### src/sv/traffic_burst_tracker_macros.svh
// Assertion macros for the traffic burst tracker.
// Used by the top level; the checks compile away when SYNTHESIS is defined.
`ifndef TRAFFIC_BURST_TRACKER_MACROS_SVH
`define TRAFFIC_BURST_TRACKER_MACROS_SVH
`ifndef SYNTHESIS
// Same-cycle implication, checked outside reset.
`define TBT_ASSERT_IMP(lbl, clk, rst_n, ante, cons) \
  lbl: assert property (@(posedge clk) disable iff (!rst_n) (ante) |-> (cons)) \
    else $error("tbt assertion failed: same-cycle implication");
// Next-cycle implication, checked outside reset.
`define TBT_ASSERT_NXT(lbl, clk, rst_n, ante, cons) \
  lbl: assert property (@(posedge clk) disable iff (!rst_n) (ante) |=> (cons)) \
    else $error("tbt assertion failed: next-cycle implication");
// Next-cycle implication that is also checked while reset is held.
`define TBT_ASSERT_RST(lbl, clk, ante, cons) \
  lbl: assert property (@(posedge clk) (ante) |=> (cons)) \
    else $error("tbt assertion failed: reset behavior");
`else
`define TBT_ASSERT_IMP(lbl, clk, rst_n, ante, cons)
`define TBT_ASSERT_NXT(lbl, clk, rst_n, ante, cons)
`define TBT_ASSERT_RST(lbl, clk, ante, cons)
`endif
`endif

### src/sv/tbt_pkg.sv
// Shared widths, defaults and the burst summary type of the traffic burst tracker.
// Used by every module of the block; depends on nothing.
package tbt_pkg;

  localparam int TIME_W  = 63;
  localparam int MD_W    = 2;
  localparam int SIZE_W  = 33;
  localparam int DUR_W   = 40;
  localparam int SRC_W   = 8;
  localparam int CNT_W   = 32;
  localparam int BYTES_W = 48;
  localparam int BUSY_W  = 64;
  localparam int ACT_W   = 33;

  localparam int STRAGGLER_SLOTS_DEF = 4;

  // Depth of the summary queue between the front and back parts.
  localparam int QDEPTH = 2;
  localparam int QPTR_W = $clog2(QDEPTH);

  localparam logic [MD_W-1:0] MD_START = 2'b01;

  // Summary of one closed burst, handed from the front to the back.
  typedef struct packed {
    logic [TIME_W-1:0]  burst_start;
    logic [TIME_W-1:0]  burst_end;
    logic [CNT_W-1:0]   message_count;
    logic [CNT_W-1:0]   max_overlap;
    logic [BYTES_W-1:0] burst_bytes;
    logic [TIME_W-1:0]  span;
    logic               underflow;
  } snap_t;

endpackage

### src/sv/tbt_front.sv
// Front part: accepts events, tracks the active count and burst statistics,
// keeps the straggler ring and pushes a burst summary when a burst closes. Uses tbt_pkg.
module tbt_front #(
  parameter int STRAGGLER_SLOTS = tbt_pkg::STRAGGLER_SLOTS_DEF
) (
  input  logic                        clk,
  input  logic                        rst_n,
  input  logic                        in_push,
  output logic                        in_full,
  input  logic [tbt_pkg::TIME_W-1:0]  in_event_time,
  input  logic signed [tbt_pkg::MD_W-1:0]   in_message_delta,
  input  logic signed [tbt_pkg::SIZE_W-1:0] in_size_delta,
  input  logic [tbt_pkg::DUR_W-1:0]   in_duration_ns,
  input  logic [tbt_pkg::SRC_W-1:0]   in_source_slice,
  input  logic                        q_full,
  output logic                        q_push,
  output tbt_pkg::snap_t              q_snap,
  output logic [STRAGGLER_SLOTS-1:0]  q_ring_valid,
  output logic [tbt_pkg::DUR_W-1:0]   q_ring_dur [STRAGGLER_SLOTS],
  output logic [tbt_pkg::TIME_W-1:0]  q_ring_end [STRAGGLER_SLOTS],
  output logic [tbt_pkg::SRC_W-1:0]   q_ring_src [STRAGGLER_SLOTS]
);

  localparam int PTR_W = (STRAGGLER_SLOTS > 1) ? $clog2(STRAGGLER_SLOTS) : 1;

  logic [tbt_pkg::ACT_W-1:0]   active_r, active_nxt;
  logic [tbt_pkg::TIME_W-1:0]  start_r, start_nxt;
  logic [tbt_pkg::CNT_W-1:0]   started_r, started_nxt;
  logic [tbt_pkg::CNT_W-1:0]   peak_r, peak_nxt;
  logic [tbt_pkg::BYTES_W-1:0] bytes_r, bytes_nxt;
  logic                        underflow_r, underflow_nxt;
  logic [PTR_W-1:0]            ptr_r, ptr_nxt;
  logic [STRAGGLER_SLOTS-1:0]  valid_r;
  logic [tbt_pkg::DUR_W-1:0]   dur_r [STRAGGLER_SLOTS];
  logic [tbt_pkg::TIME_W-1:0]  end_r [STRAGGLER_SLOTS];
  logic [tbt_pkg::SRC_W-1:0]   src_r [STRAGGLER_SLOTS];

  logic                        accept;
  logic                        is_start;
  logic                        close;
  logic [tbt_pkg::ACT_W:0]     act_sum;
  logic [tbt_pkg::BYTES_W+1:0] byte_sum;
  logic [tbt_pkg::TIME_W-1:0]  span;

  assign in_full  = q_full;
  assign accept   = in_push && !q_full;
  assign is_start = (in_message_delta == tbt_pkg::MD_START);

  always_comb begin
    start_nxt = (active_r == '0) ? in_event_time : start_r;

    // One extra bit shows when the count leaves the 33-bit signed range.
    act_sum = {active_r[tbt_pkg::ACT_W-1], active_r}
            + {{(tbt_pkg::ACT_W-1){in_message_delta[1]}}, in_message_delta};
    if (act_sum[tbt_pkg::ACT_W] != act_sum[tbt_pkg::ACT_W-1]) begin
      active_nxt = act_sum[tbt_pkg::ACT_W] ? {1'b1, {(tbt_pkg::ACT_W-1){1'b0}}}
                                           : {1'b0, {(tbt_pkg::ACT_W-1){1'b1}}};
    end else begin
      active_nxt = act_sum[tbt_pkg::ACT_W-1:0];
    end
    underflow_nxt = underflow_r || active_nxt[tbt_pkg::ACT_W-1];
    close = (active_nxt == '0);

    started_nxt = started_r;
    bytes_nxt   = bytes_r;
    byte_sum    = {2'b00, bytes_r}
                + {{(tbt_pkg::BYTES_W+2-tbt_pkg::SIZE_W){in_size_delta[tbt_pkg::SIZE_W-1]}},
                   in_size_delta};
    if (is_start) begin
      if (started_r != '1) begin
        started_nxt = started_r + 1'b1;
      end
      if (byte_sum[tbt_pkg::BYTES_W+1]) begin
        bytes_nxt = '0;
      end else if (byte_sum[tbt_pkg::BYTES_W]) begin
        bytes_nxt = '1;
      end else begin
        bytes_nxt = byte_sum[tbt_pkg::BYTES_W-1:0];
      end
    end

    // A positive count always fits in 32 bits after saturation.
    peak_nxt = peak_r;
    if (!active_nxt[tbt_pkg::ACT_W-1] && !close &&
        (active_nxt[tbt_pkg::CNT_W-1:0] > peak_r)) begin
      peak_nxt = active_nxt[tbt_pkg::CNT_W-1:0];
    end

    ptr_nxt = ptr_r;
    if (!is_start) begin
      ptr_nxt = (ptr_r == PTR_W'(STRAGGLER_SLOTS - 1)) ? '0 : ptr_r + 1'b1;
    end

    span = (in_event_time >= start_nxt) ? in_event_time - start_nxt : '0;
  end

  // The summary sees the ring with the current end event already written.
  always_comb begin
    for (int k = 0; k < STRAGGLER_SLOTS; k++) begin
      if (!is_start && ptr_r == PTR_W'(k)) begin
        q_ring_valid[k] = 1'b1;
        q_ring_dur[k]   = in_duration_ns;
        q_ring_end[k]   = in_event_time;
        q_ring_src[k]   = in_source_slice;
      end else begin
        q_ring_valid[k] = valid_r[k];
        q_ring_dur[k]   = dur_r[k];
        q_ring_end[k]   = end_r[k];
        q_ring_src[k]   = src_r[k];
      end
    end
  end

  assign q_push = accept && close;

  always_comb begin
    q_snap.burst_start   = start_nxt;
    q_snap.burst_end     = in_event_time;
    q_snap.message_count = started_nxt;
    q_snap.max_overlap   = peak_nxt;
    q_snap.burst_bytes   = bytes_nxt;
    q_snap.span          = span;
    q_snap.underflow     = underflow_nxt;
  end

  always_ff @(posedge clk) begin
    if (!rst_n) begin
      active_r    <= '0;
      start_r     <= '0;
      started_r   <= '0;
      peak_r      <= '0;
      bytes_r     <= '0;
      underflow_r <= 1'b0;
      ptr_r       <= '0;
      valid_r     <= '0;
    end else if (accept) begin
      start_r <= start_nxt;
      if (close) begin
        active_r    <= '0;
        started_r   <= '0;
        peak_r      <= '0;
        bytes_r     <= '0;
        underflow_r <= 1'b0;
        ptr_r       <= '0;
        valid_r     <= '0;
      end else begin
        active_r    <= active_nxt;
        started_r   <= started_nxt;
        peak_r      <= peak_nxt;
        bytes_r     <= bytes_nxt;
        underflow_r <= underflow_nxt;
        ptr_r       <= ptr_nxt;
        valid_r     <= q_ring_valid;
      end
    end
  end

  // Ring contents need no reset: a slot is only read while its valid bit is set.
  always_ff @(posedge clk) begin
    if (accept) begin
      for (int k = 0; k < STRAGGLER_SLOTS; k++) begin
        dur_r[k] <= q_ring_dur[k];
        end_r[k] <= q_ring_end[k];
        src_r[k] <= q_ring_src[k];
      end
    end
  end

endmodule

### src/sv/tbt_queue.sv
// Short queue of closed-burst summaries with their straggler ring copies.
// Sits between tbt_front and tbt_back. Uses tbt_pkg.
module tbt_queue #(
  parameter int STRAGGLER_SLOTS = tbt_pkg::STRAGGLER_SLOTS_DEF
) (
  input  logic                        clk,
  input  logic                        rst_n,
  input  logic                        push,
  output logic                        full,
  input  tbt_pkg::snap_t              wr_snap,
  input  logic [STRAGGLER_SLOTS-1:0]  wr_valid,
  input  logic [tbt_pkg::DUR_W-1:0]   wr_dur [STRAGGLER_SLOTS],
  input  logic [tbt_pkg::TIME_W-1:0]  wr_end [STRAGGLER_SLOTS],
  input  logic [tbt_pkg::SRC_W-1:0]   wr_src [STRAGGLER_SLOTS],
  input  logic                        deq,
  output logic                        head_ok,
  output tbt_pkg::snap_t              head_snap,
  output logic [STRAGGLER_SLOTS-1:0]  head_valid,
  output logic [tbt_pkg::DUR_W-1:0]   head_dur [STRAGGLER_SLOTS],
  output logic [tbt_pkg::TIME_W-1:0]  head_end [STRAGGLER_SLOTS],
  output logic [tbt_pkg::SRC_W-1:0]   head_src [STRAGGLER_SLOTS]
);

  tbt_pkg::snap_t               snap_q  [tbt_pkg::QDEPTH];
  logic [STRAGGLER_SLOTS-1:0]   valid_q [tbt_pkg::QDEPTH];
  logic [tbt_pkg::DUR_W-1:0]    dur_q   [tbt_pkg::QDEPTH][STRAGGLER_SLOTS];
  logic [tbt_pkg::TIME_W-1:0]   end_q   [tbt_pkg::QDEPTH][STRAGGLER_SLOTS];
  logic [tbt_pkg::SRC_W-1:0]    src_q   [tbt_pkg::QDEPTH][STRAGGLER_SLOTS];

  logic [tbt_pkg::QPTR_W-1:0]   wr_ptr_r, rd_ptr_r;
  logic [tbt_pkg::QPTR_W:0]     count_r;
  logic                         do_push, do_pop;

  assign full    = (count_r == (tbt_pkg::QPTR_W+1)'(tbt_pkg::QDEPTH));
  assign head_ok = (count_r != '0);
  assign do_push = push && !full;
  assign do_pop  = deq && head_ok;

  always_ff @(posedge clk) begin
    if (!rst_n) begin
      wr_ptr_r <= '0;
      rd_ptr_r <= '0;
      count_r  <= '0;
    end else begin
      if (do_push) begin
        wr_ptr_r <= wr_ptr_r + 1'b1;
      end
      if (do_pop) begin
        rd_ptr_r <= rd_ptr_r + 1'b1;
      end
      if (do_push && !do_pop) begin
        count_r <= count_r + 1'b1;
      end else if (do_pop && !do_push) begin
        count_r <= count_r - 1'b1;
      end
    end
  end

  always_ff @(posedge clk) begin
    if (do_push) begin
      snap_q[wr_ptr_r]  <= wr_snap;
      valid_q[wr_ptr_r] <= wr_valid;
      for (int k = 0; k < STRAGGLER_SLOTS; k++) begin
        dur_q[wr_ptr_r][k] <= wr_dur[k];
        end_q[wr_ptr_r][k] <= wr_end[k];
        src_q[wr_ptr_r][k] <= wr_src[k];
      end
    end
  end

  always_comb begin
    head_snap  = snap_q[rd_ptr_r];
    head_valid = valid_q[rd_ptr_r];
    for (int k = 0; k < STRAGGLER_SLOTS; k++) begin
      head_dur[k] = dur_q[rd_ptr_r][k];
      head_end[k] = end_q[rd_ptr_r][k];
      head_src[k] = src_q[rd_ptr_r][k];
    end
  end

endmodule

### src/sv/tbt_back.sv
// Back part: walks the ring slots of the oldest burst summary, keeps the
// running busy-time total and holds the result register. Uses tbt_pkg.
module tbt_back #(
  parameter int STRAGGLER_SLOTS = tbt_pkg::STRAGGLER_SLOTS_DEF
) (
  input  logic                        clk,
  input  logic                        rst_n,
  input  logic                        head_ok,
  input  tbt_pkg::snap_t              head_snap,
  input  logic [STRAGGLER_SLOTS-1:0]  head_valid,
  input  logic [tbt_pkg::DUR_W-1:0]   head_dur [STRAGGLER_SLOTS],
  input  logic [tbt_pkg::TIME_W-1:0]  head_end [STRAGGLER_SLOTS],
  input  logic [tbt_pkg::SRC_W-1:0]   head_src [STRAGGLER_SLOTS],
  output logic                        deq,
  output logic                        out_empty,
  input  logic                        out_pop,
  output logic [tbt_pkg::TIME_W-1:0]  out_burst_start,
  output logic [tbt_pkg::TIME_W-1:0]  out_burst_end,
  output logic [tbt_pkg::CNT_W-1:0]   out_message_count,
  output logic [tbt_pkg::CNT_W-1:0]   out_max_overlap,
  output logic [tbt_pkg::BYTES_W-1:0] out_burst_bytes,
  output logic [tbt_pkg::BUSY_W-1:0]  out_total_busy_time,
  output logic                        out_straggler_valid,
  output logic [tbt_pkg::DUR_W-1:0]   out_straggler_duration,
  output logic [tbt_pkg::TIME_W-1:0]  out_straggler_end_time,
  output logic [tbt_pkg::SRC_W-1:0]   out_straggler_source,
  output logic                        out_count_underflow,
  output logic                        out_last
);

  localparam int SLOT_W = (STRAGGLER_SLOTS > 1) ? $clog2(STRAGGLER_SLOTS) : 1;

  logic                        out_valid_r;
  logic [SLOT_W-1:0]           slot_r;
  logic [tbt_pkg::BUSY_W-1:0]  busy_r;
  logic [tbt_pkg::BUSY_W:0]    busy_sum;
  logic [tbt_pkg::BUSY_W-1:0]  busy_nxt;
  logic                        load;
  logic                        slot_last;
  logic                        slot_ok;

  logic [tbt_pkg::TIME_W-1:0]  start_r, end_r, st_end_r;
  logic [tbt_pkg::CNT_W-1:0]   count_r, peak_r;
  logic [tbt_pkg::BYTES_W-1:0] bytes_r;
  logic [tbt_pkg::BUSY_W-1:0]  total_r;
  logic                        st_valid_r, underflow_r, last_r;
  logic [tbt_pkg::DUR_W-1:0]   st_dur_r;
  logic [tbt_pkg::SRC_W-1:0]   st_src_r;

  // The result register refills in the same cycle that it is drained.
  assign load      = head_ok && (!out_valid_r || (out_pop && out_valid_r));
  assign slot_last = (slot_r == SLOT_W'(STRAGGLER_SLOTS - 1));
  assign slot_ok   = head_valid[slot_r];
  assign deq       = load && slot_last;

  always_comb begin
    busy_sum = {1'b0, busy_r} + {{(tbt_pkg::BUSY_W+1-tbt_pkg::TIME_W){1'b0}}, head_snap.span};
    busy_nxt = busy_sum[tbt_pkg::BUSY_W] ? '1 : busy_sum[tbt_pkg::BUSY_W-1:0];
  end

  always_ff @(posedge clk) begin
    if (!rst_n) begin
      out_valid_r <= 1'b0;
      slot_r      <= '0;
      busy_r      <= '0;
    end else if (load) begin
      out_valid_r <= 1'b1;
      slot_r      <= slot_last ? '0 : slot_r + 1'b1;
      if (slot_r == '0) begin
        busy_r <= busy_nxt;
      end
    end else if (out_pop) begin
      out_valid_r <= 1'b0;
    end
  end

  always_ff @(posedge clk) begin
    if (load) begin
      start_r     <= head_snap.burst_start;
      end_r       <= head_snap.burst_end;
      count_r     <= head_snap.message_count;
      peak_r      <= head_snap.max_overlap;
      bytes_r     <= head_snap.burst_bytes;
      total_r     <= (slot_r == '0) ? busy_nxt : busy_r;
      st_valid_r  <= slot_ok;
      st_dur_r    <= slot_ok ? head_dur[slot_r] : '0;
      st_end_r    <= slot_ok ? head_end[slot_r] : '0;
      st_src_r    <= slot_ok ? head_src[slot_r] : '0;
      underflow_r <= head_snap.underflow;
      last_r      <= slot_last;
    end
  end

  assign out_empty              = !out_valid_r;
  assign out_burst_start        = start_r;
  assign out_burst_end          = end_r;
  assign out_message_count      = count_r;
  assign out_max_overlap        = peak_r;
  assign out_burst_bytes        = bytes_r;
  assign out_total_busy_time    = total_r;
  assign out_straggler_valid    = st_valid_r;
  assign out_straggler_duration = st_dur_r;
  assign out_straggler_end_time = st_end_r;
  assign out_straggler_source   = st_src_r;
  assign out_count_underflow    = underflow_r;
  assign out_last               = last_r;

endmodule

### src/sv/traffic_burst_tracker.sv
// Top level of the traffic burst tracker: front part, summary queue, back part.
// Depends on tbt_pkg, tbt_front, tbt_queue, tbt_back and the assertion macro header.
//
// Usage:
//   Input requests are message start/end events, pushed with in_push while
//   in_full is low. Events must arrive in time order. A burst closes when an
//   event returns the active count to zero; that event produces one result
//   request per straggler slot (STRAGGLER_SLOTS of them, slot 0 first, out_last
//   on the final one). Results are read like a queue: a record is on the out_
//   ports while out_empty is low and is taken with out_pop.
// Timing:
//   Events that do not close a burst are taken one per cycle while in_full is
//   low. A closing event's summary is written to the summary queue and from there
//   is loaded into the result register. Records leave the single result register
//   at one per cycle while out_pop is high, one record per straggler slot.
//   The summary queue holds two closed bursts; in_full rises while it is full,
//   which happens only when the reader stalls or bursts close faster than
//   their records drain.
// Reset:
//   Synchronous, active low; clears all counts, the busy-time total, the ring
//   valid bits and the queue. No clearing pass is needed.
`include "traffic_burst_tracker_macros.svh"

module traffic_burst_tracker #(
  parameter int STRAGGLER_SLOTS = tbt_pkg::STRAGGLER_SLOTS_DEF
) (
  input  logic                              clk,
  input  logic                              rst_n,
  input  logic                              in_push,
  output logic                              in_full,
  input  logic [tbt_pkg::TIME_W-1:0]        in_event_time,
  input  logic signed [tbt_pkg::MD_W-1:0]   in_message_delta,
  input  logic signed [tbt_pkg::SIZE_W-1:0] in_size_delta,
  input  logic [tbt_pkg::DUR_W-1:0]         in_duration_ns,
  input  logic [tbt_pkg::SRC_W-1:0]         in_source_slice,
  output logic                              out_empty,
  input  logic                              out_pop,
  output logic [tbt_pkg::TIME_W-1:0]        out_burst_start,
  output logic [tbt_pkg::TIME_W-1:0]        out_burst_end,
  output logic [tbt_pkg::CNT_W-1:0]         out_message_count,
  output logic [tbt_pkg::CNT_W-1:0]         out_max_overlap,
  output logic [tbt_pkg::BYTES_W-1:0]       out_burst_bytes,
  output logic [tbt_pkg::BUSY_W-1:0]        out_total_busy_time,
  output logic                              out_straggler_valid,
  output logic [tbt_pkg::DUR_W-1:0]         out_straggler_duration,
  output logic [tbt_pkg::TIME_W-1:0]        out_straggler_end_time,
  output logic [tbt_pkg::SRC_W-1:0]         out_straggler_source,
  output logic                              out_count_underflow,
  output logic                              out_last
);

  logic                        q_push, q_full, q_deq, q_head_ok;
  tbt_pkg::snap_t              q_wr_snap, q_head_snap;
  logic [STRAGGLER_SLOTS-1:0]  q_wr_valid, q_head_valid;
  logic [tbt_pkg::DUR_W-1:0]   q_wr_dur [STRAGGLER_SLOTS];
  logic [tbt_pkg::TIME_W-1:0]  q_wr_end [STRAGGLER_SLOTS];
  logic [tbt_pkg::SRC_W-1:0]   q_wr_src [STRAGGLER_SLOTS];
  logic [tbt_pkg::DUR_W-1:0]   q_head_dur [STRAGGLER_SLOTS];
  logic [tbt_pkg::TIME_W-1:0]  q_head_end [STRAGGLER_SLOTS];
  logic [tbt_pkg::SRC_W-1:0]   q_head_src [STRAGGLER_SLOTS];

  tbt_front #(.STRAGGLER_SLOTS(STRAGGLER_SLOTS)) u_front (
    .clk              (clk),
    .rst_n            (rst_n),
    .in_push          (in_push),
    .in_full          (in_full),
    .in_event_time    (in_event_time),
    .in_message_delta (in_message_delta),
    .in_size_delta    (in_size_delta),
    .in_duration_ns   (in_duration_ns),
    .in_source_slice  (in_source_slice),
    .q_full           (q_full),
    .q_push           (q_push),
    .q_snap           (q_wr_snap),
    .q_ring_valid     (q_wr_valid),
    .q_ring_dur       (q_wr_dur),
    .q_ring_end       (q_wr_end),
    .q_ring_src       (q_wr_src)
  );

  tbt_queue #(.STRAGGLER_SLOTS(STRAGGLER_SLOTS)) u_queue (
    .clk        (clk),
    .rst_n      (rst_n),
    .push       (q_push),
    .full       (q_full),
    .wr_snap    (q_wr_snap),
    .wr_valid   (q_wr_valid),
    .wr_dur     (q_wr_dur),
    .wr_end     (q_wr_end),
    .wr_src     (q_wr_src),
    .deq        (q_deq),
    .head_ok    (q_head_ok),
    .head_snap  (q_head_snap),
    .head_valid (q_head_valid),
    .head_dur   (q_head_dur),
    .head_end   (q_head_end),
    .head_src   (q_head_src)
  );

  tbt_back #(.STRAGGLER_SLOTS(STRAGGLER_SLOTS)) u_back (
    .clk                    (clk),
    .rst_n                  (rst_n),
    .head_ok                (q_head_ok),
    .head_snap              (q_head_snap),
    .head_valid             (q_head_valid),
    .head_dur               (q_head_dur),
    .head_end               (q_head_end),
    .head_src               (q_head_src),
    .deq                    (q_deq),
    .out_empty              (out_empty),
    .out_pop                (out_pop),
    .out_burst_start        (out_burst_start),
    .out_burst_end          (out_burst_end),
    .out_message_count      (out_message_count),
    .out_max_overlap        (out_max_overlap),
    .out_burst_bytes        (out_burst_bytes),
    .out_total_busy_time    (out_total_busy_time),
    .out_straggler_valid    (out_straggler_valid),
    .out_straggler_duration (out_straggler_duration),
    .out_straggler_end_time (out_straggler_end_time),
    .out_straggler_source   (out_straggler_source),
    .out_count_underflow    (out_count_underflow),
    .out_last               (out_last)
  );

  // A summary is only pushed when the queue has room for it.
  `TBT_ASSERT_IMP(a_push_not_full, clk, rst_n, q_push, !q_full)
  // The records of one burst follow each other without a gap.
  `TBT_ASSERT_NXT(a_burst_contiguous, clk, rst_n, out_pop && !out_empty && !out_last, !out_empty)
  // Reset leaves no result waiting.
  `TBT_ASSERT_RST(a_reset_empty, clk, !rst_n, out_empty)

endmodule

### config.mk
export PLATFORM = sky130hd
export DESIGN_NAME = traffic_burst_tracker
export DESIGN_NICKNAME = d
export VERILOG_FILES = /design/src/sv/tbt_pkg.sv /design/src/sv/tbt_front.sv /design/src/sv/tbt_queue.sv /design/src/sv/tbt_back.sv /design/src/sv/traffic_burst_tracker.sv
export VERILOG_INCLUDE_DIRS = /design/src /design/src/sv
export SDC_FILE = /design/constraint.sdc
export NUM_CORES = 2
export LEC_CHECK = 0
export ABC_AREA = 1
export BUFFER_PORTS_ARGS = -buffer_cell sky130_fd_sc_hd__buf_2
export CORE_MARGIN = 4
export CORE_UTILIZATION = 56
export CTS_CLUSTER_SIZE = 24
export DETAILED_ROUTE_END_ITERATION = 7
export GPL_ROUTABILITY_DRIVEN = 0
export GPL_TIMING_DRIVEN = 0
export HOLD_SLACK_MARGIN = 0.06
export PLACE_DENSITY = 0.8
export SLEW_MARGIN = 20
export SYNTH_ARGS = -nofsm -noshare
export SYNTH_HDL_FRONTEND = slang
export SYNTH_SLANG_ARGS = --single-unit
### constraint.sdc
create_clock -name clk -period 60.4 [get_ports clk]
set_clock_uncertainty 0.05 [all_clocks]
set_input_delay 15.1 -clock clk [delete_from_list [all_inputs] [get_ports clk]]
set_output_delay 15.1 -clock clk [all_outputs]
set_load 0.02 [all_outputs]
==> metrics.yaml <==
run_status:
  status: "finished, violations left"
  violations: "DRC"
timing:
  tightest_slew_ns: 1.321
  rsz0062_at_grt: "false"
  fmax_mhz: 45.48
  tns_ns: 0
  setup_viol: 0
  final_max_slew_viol_count: 0
  setup_ws_ns: 38.41
  hold_viol_final: 0
  period_share: 0.3640
  max_slew_margin: 0.1191
  whs_ns: 0.4135
  min_period_ns: 21.99
finish:
  final-instance-count-excl-fill: 14910
  syn_to_final_growth_pct: 15.15
  drive_above_1_share: 0.09509
  fin_nets: 12410
  final_util: 0.6495
  design_area_mm2: 0.1333
  fillCellCount: 14830
power:
  p_int_mw: 3.206
  p_leak_nw: 53.66
  peakVddDrop_mv: 0.03387
  p_per_area_mw_per_mm2: 31.84
  swShare: 0.2447
  switching_power_mw: 1.038
  comb_power_share: 0.104
  finalPower_mw: 4.244
  clock_power_share: 0.405
  power.share.sequential: 0.491
placed_design:
  dp_slack_ns: 37.73
  io_buffers: 567
  hpwl_mm: 242.7
  placedInstanceArea_mm2: 0.1242
  dpl.cell_count: 14410
grt:
  use_met1: 0.3890
  grt_util_all_layers: 0.3106
  use_met3: 0.07922
  grt_pass1_wl_mm: 510.8
  gr-total-overflow: 0
  grt.busiest_layer: "met2"
  use_met2: 0.4899
  grt_pass1_vias: 86400
  antenna_found_initial: 20
  grt_max_degree: 61
floorplan:
  dieHeight_um: 462.6
  die_width_um: 462.6
  die-area_mm2: 0.2140
  row_count: 166
  pin_count: 568
  core_mm2: 0.2052
  initial_core_util: 0.5641
synth:
  ys_ff_latch: 2647
  synth_top_area_frac: 0.6122
  async_reset_ff_frac: 0
  synth_cells: 11060
  synth_area_mm2: 0.1158
  synth-simple-area-share: 0.1370
  yosysWarningCount: 0
  ys_types: 53
  ys_seq_area_frac: 0.6619
  synth-xor-area-share: 0.01491
  synth.area.top_cells: "edfxtp_1 (61%), nand2_1 (9.6%), o21ai_0 (5.6%), dfxtp_1 (5.0%), inv_1 (3.3%)"
  synth_top_area_cell: "edfxtp_1"
  syn_nets: 11460
  synth_edf_count: 2360
  synth_compound_area_frac: 0.1088
  synthAdderAreaFrac: 0.02750
  synth_common_cells: "nand2_1 (2954), edfxtp_1 (2360), o21ai_0 (1292)"
  synthMuxAreaShare: 0
  yosys.cell_count.top_type: "nand2_1"
  ys.flop_type: "edfxtp_1"
  synth.avg_cell_area_um2: 10.47
  synth_top_family_by_area: "simple AND/OR/NAND/NOR gates"
critical_path:
  critPathBufInv: 16
  cpMostUsedCell: "nand2_1"
  cp_max_fo: 33
  crit_required_ns: 60.97
  cp-start-kind: "primary input"
  cp_top_family: "simple AND/OR/NAND/NOR gates"
  cp-end-kind: "register"
  arrival_ns: 22.56
  cpPeakStageDelay_ns: 0.96
  cp_slowest_cell: "nand4_1"
  path_class: "in -> reg"
drt:
  antenna_left: 0
  drt_wl_total_mm: 344.3
  drc_errors: 10
  via_per_inst: 5.990
  dr.pass1.iters: 8
  wl_per_cell_um: 23.10
  drtIter0Drc: 12710
  route.vias.total: 89280
clock_network:
  hold_buffers: 0
  cts_setup_buffers: 0
  clk_pin_slew_ns: 0.06
  htree_levels: 5
  clockRootBuffer: "clkbuf_16"
  clkSinkCount: 2647
  clock_latency_ns: 0.94
  cts-buffers-inserted: 284
  ctsResizeCount: 0
  clk_path_buf_depth: 4
  cts_tree: "yes"
flow_run:
  cap_violations: 0
worst_hold_path:
  hp-class: "reg -> reg"
layer usage:
layer | up-vias | wire [um]
li1 | 39840 | -
met1 | 42270 | 122500
met2 | 6031 | 157200
met3 | 1143 | 41440
met4 | 4 | 23180
met5 | - | 23
worst paths after layout:
path | slack [ns] | start | cells after the start | endpoint
hold / removal | 0.41 | u_front.underflow_r | 2 | u_front.underflow_r
setup reg to reg | 52.32 | u_front.active_r[32] | 23 | u_queue.snap_q[0][55]
hold reg to reg | 0.41 | u_front.underflow_r | 2 | u_front.underflow_r
setup / recovery | 38.41 | in_message_delta[1] | 36 | u_queue.dur_q[1][97]
final cells by class:
type	instances	area, um2	share of cell area
multi-input cells	6894	33390	0.2505
repair buffers	662	5040	0.03781
inverters	1022	3836	0.02878
diodes	8	20.02	0.0001502
clock inverters	126	1319	0.009894
clock buffers	364	7729	0.05799
plain buffers	495	1977	0.01483
well taps	2688	3363	0.02523
flip-flops and latches	2647	76610	0.5748
state kept, by name, summed over array words and instances (netlist names), 63 cells and up, named ones only:
name	count
u_back.out_burst_end	63
u_queue.snap_q	604
u_back.out_total_busy_time	64
u_queue.end_q	504
u_back.busy_r	64
u_queue.dur_q	320
u_back.out_straggler_end_time	63
u_front.dur_r	160
u_queue.src_q	64
u_back.out_burst_start	63
u_front.end_r	252
u_front.start_r	63
logic make-up (layout without fill, tap and decap cells):
family / after synthesis / in the layout
buffers and inverters: 1517 / 2669
DFF: 2647 / 2647
other: 0 / 8
and+or+nand+nor: 4083 / 4083
AOI/OAI and AO/OA: 2362 / 2362
xor gates and xnor gates: 197 / 197
adders and majority gates: 252 / 252
power groups by stage:
stage	registers (mW)	clock network, mW	logic, mW
after global routing	2.09	1.81	0.484
after floorplan	2.12	0	0.289
final	2.09	1.72	0.441
after CTS	2.08	1.72	0.427
after detailed placement	2.12	0	0.421
after global placement	2.13	0	0.399
worst min-delay path: stages, from the launching register on:
cell	delay (ns)
dfxtp_1	0.29
inv_1	0.06
a21oi_1	0.06
cells in the final DEF, fill, tap and decap left out, drive strengths merged, types with 24 or more instances in the layout:
| cell type | count |
|---|---|
| clkinv | 80 |
| buf | 712 |
| xnor2 | 82 |
| nor3 | 38 |
| or2 | 24 |
| nand4 | 34 |
| o21ai | 1305 |
| ha | 248 |
| a31oi | 84 |
| o22ai | 270 |
| clkbuf | 809 |
| nand2 | 2963 |
| xor2 | 115 |
| nand3 | 139 |
| nor2 | 844 |
| bufinv | 25 |
| dfxtp | 287 |
| inv | 1025 |
| o21a | 26 |
| nor4 | 27 |
| edfxtp | 2360 |
| a21oi | 588 |
Note: power is estimated with default switching activity, not from simulation.
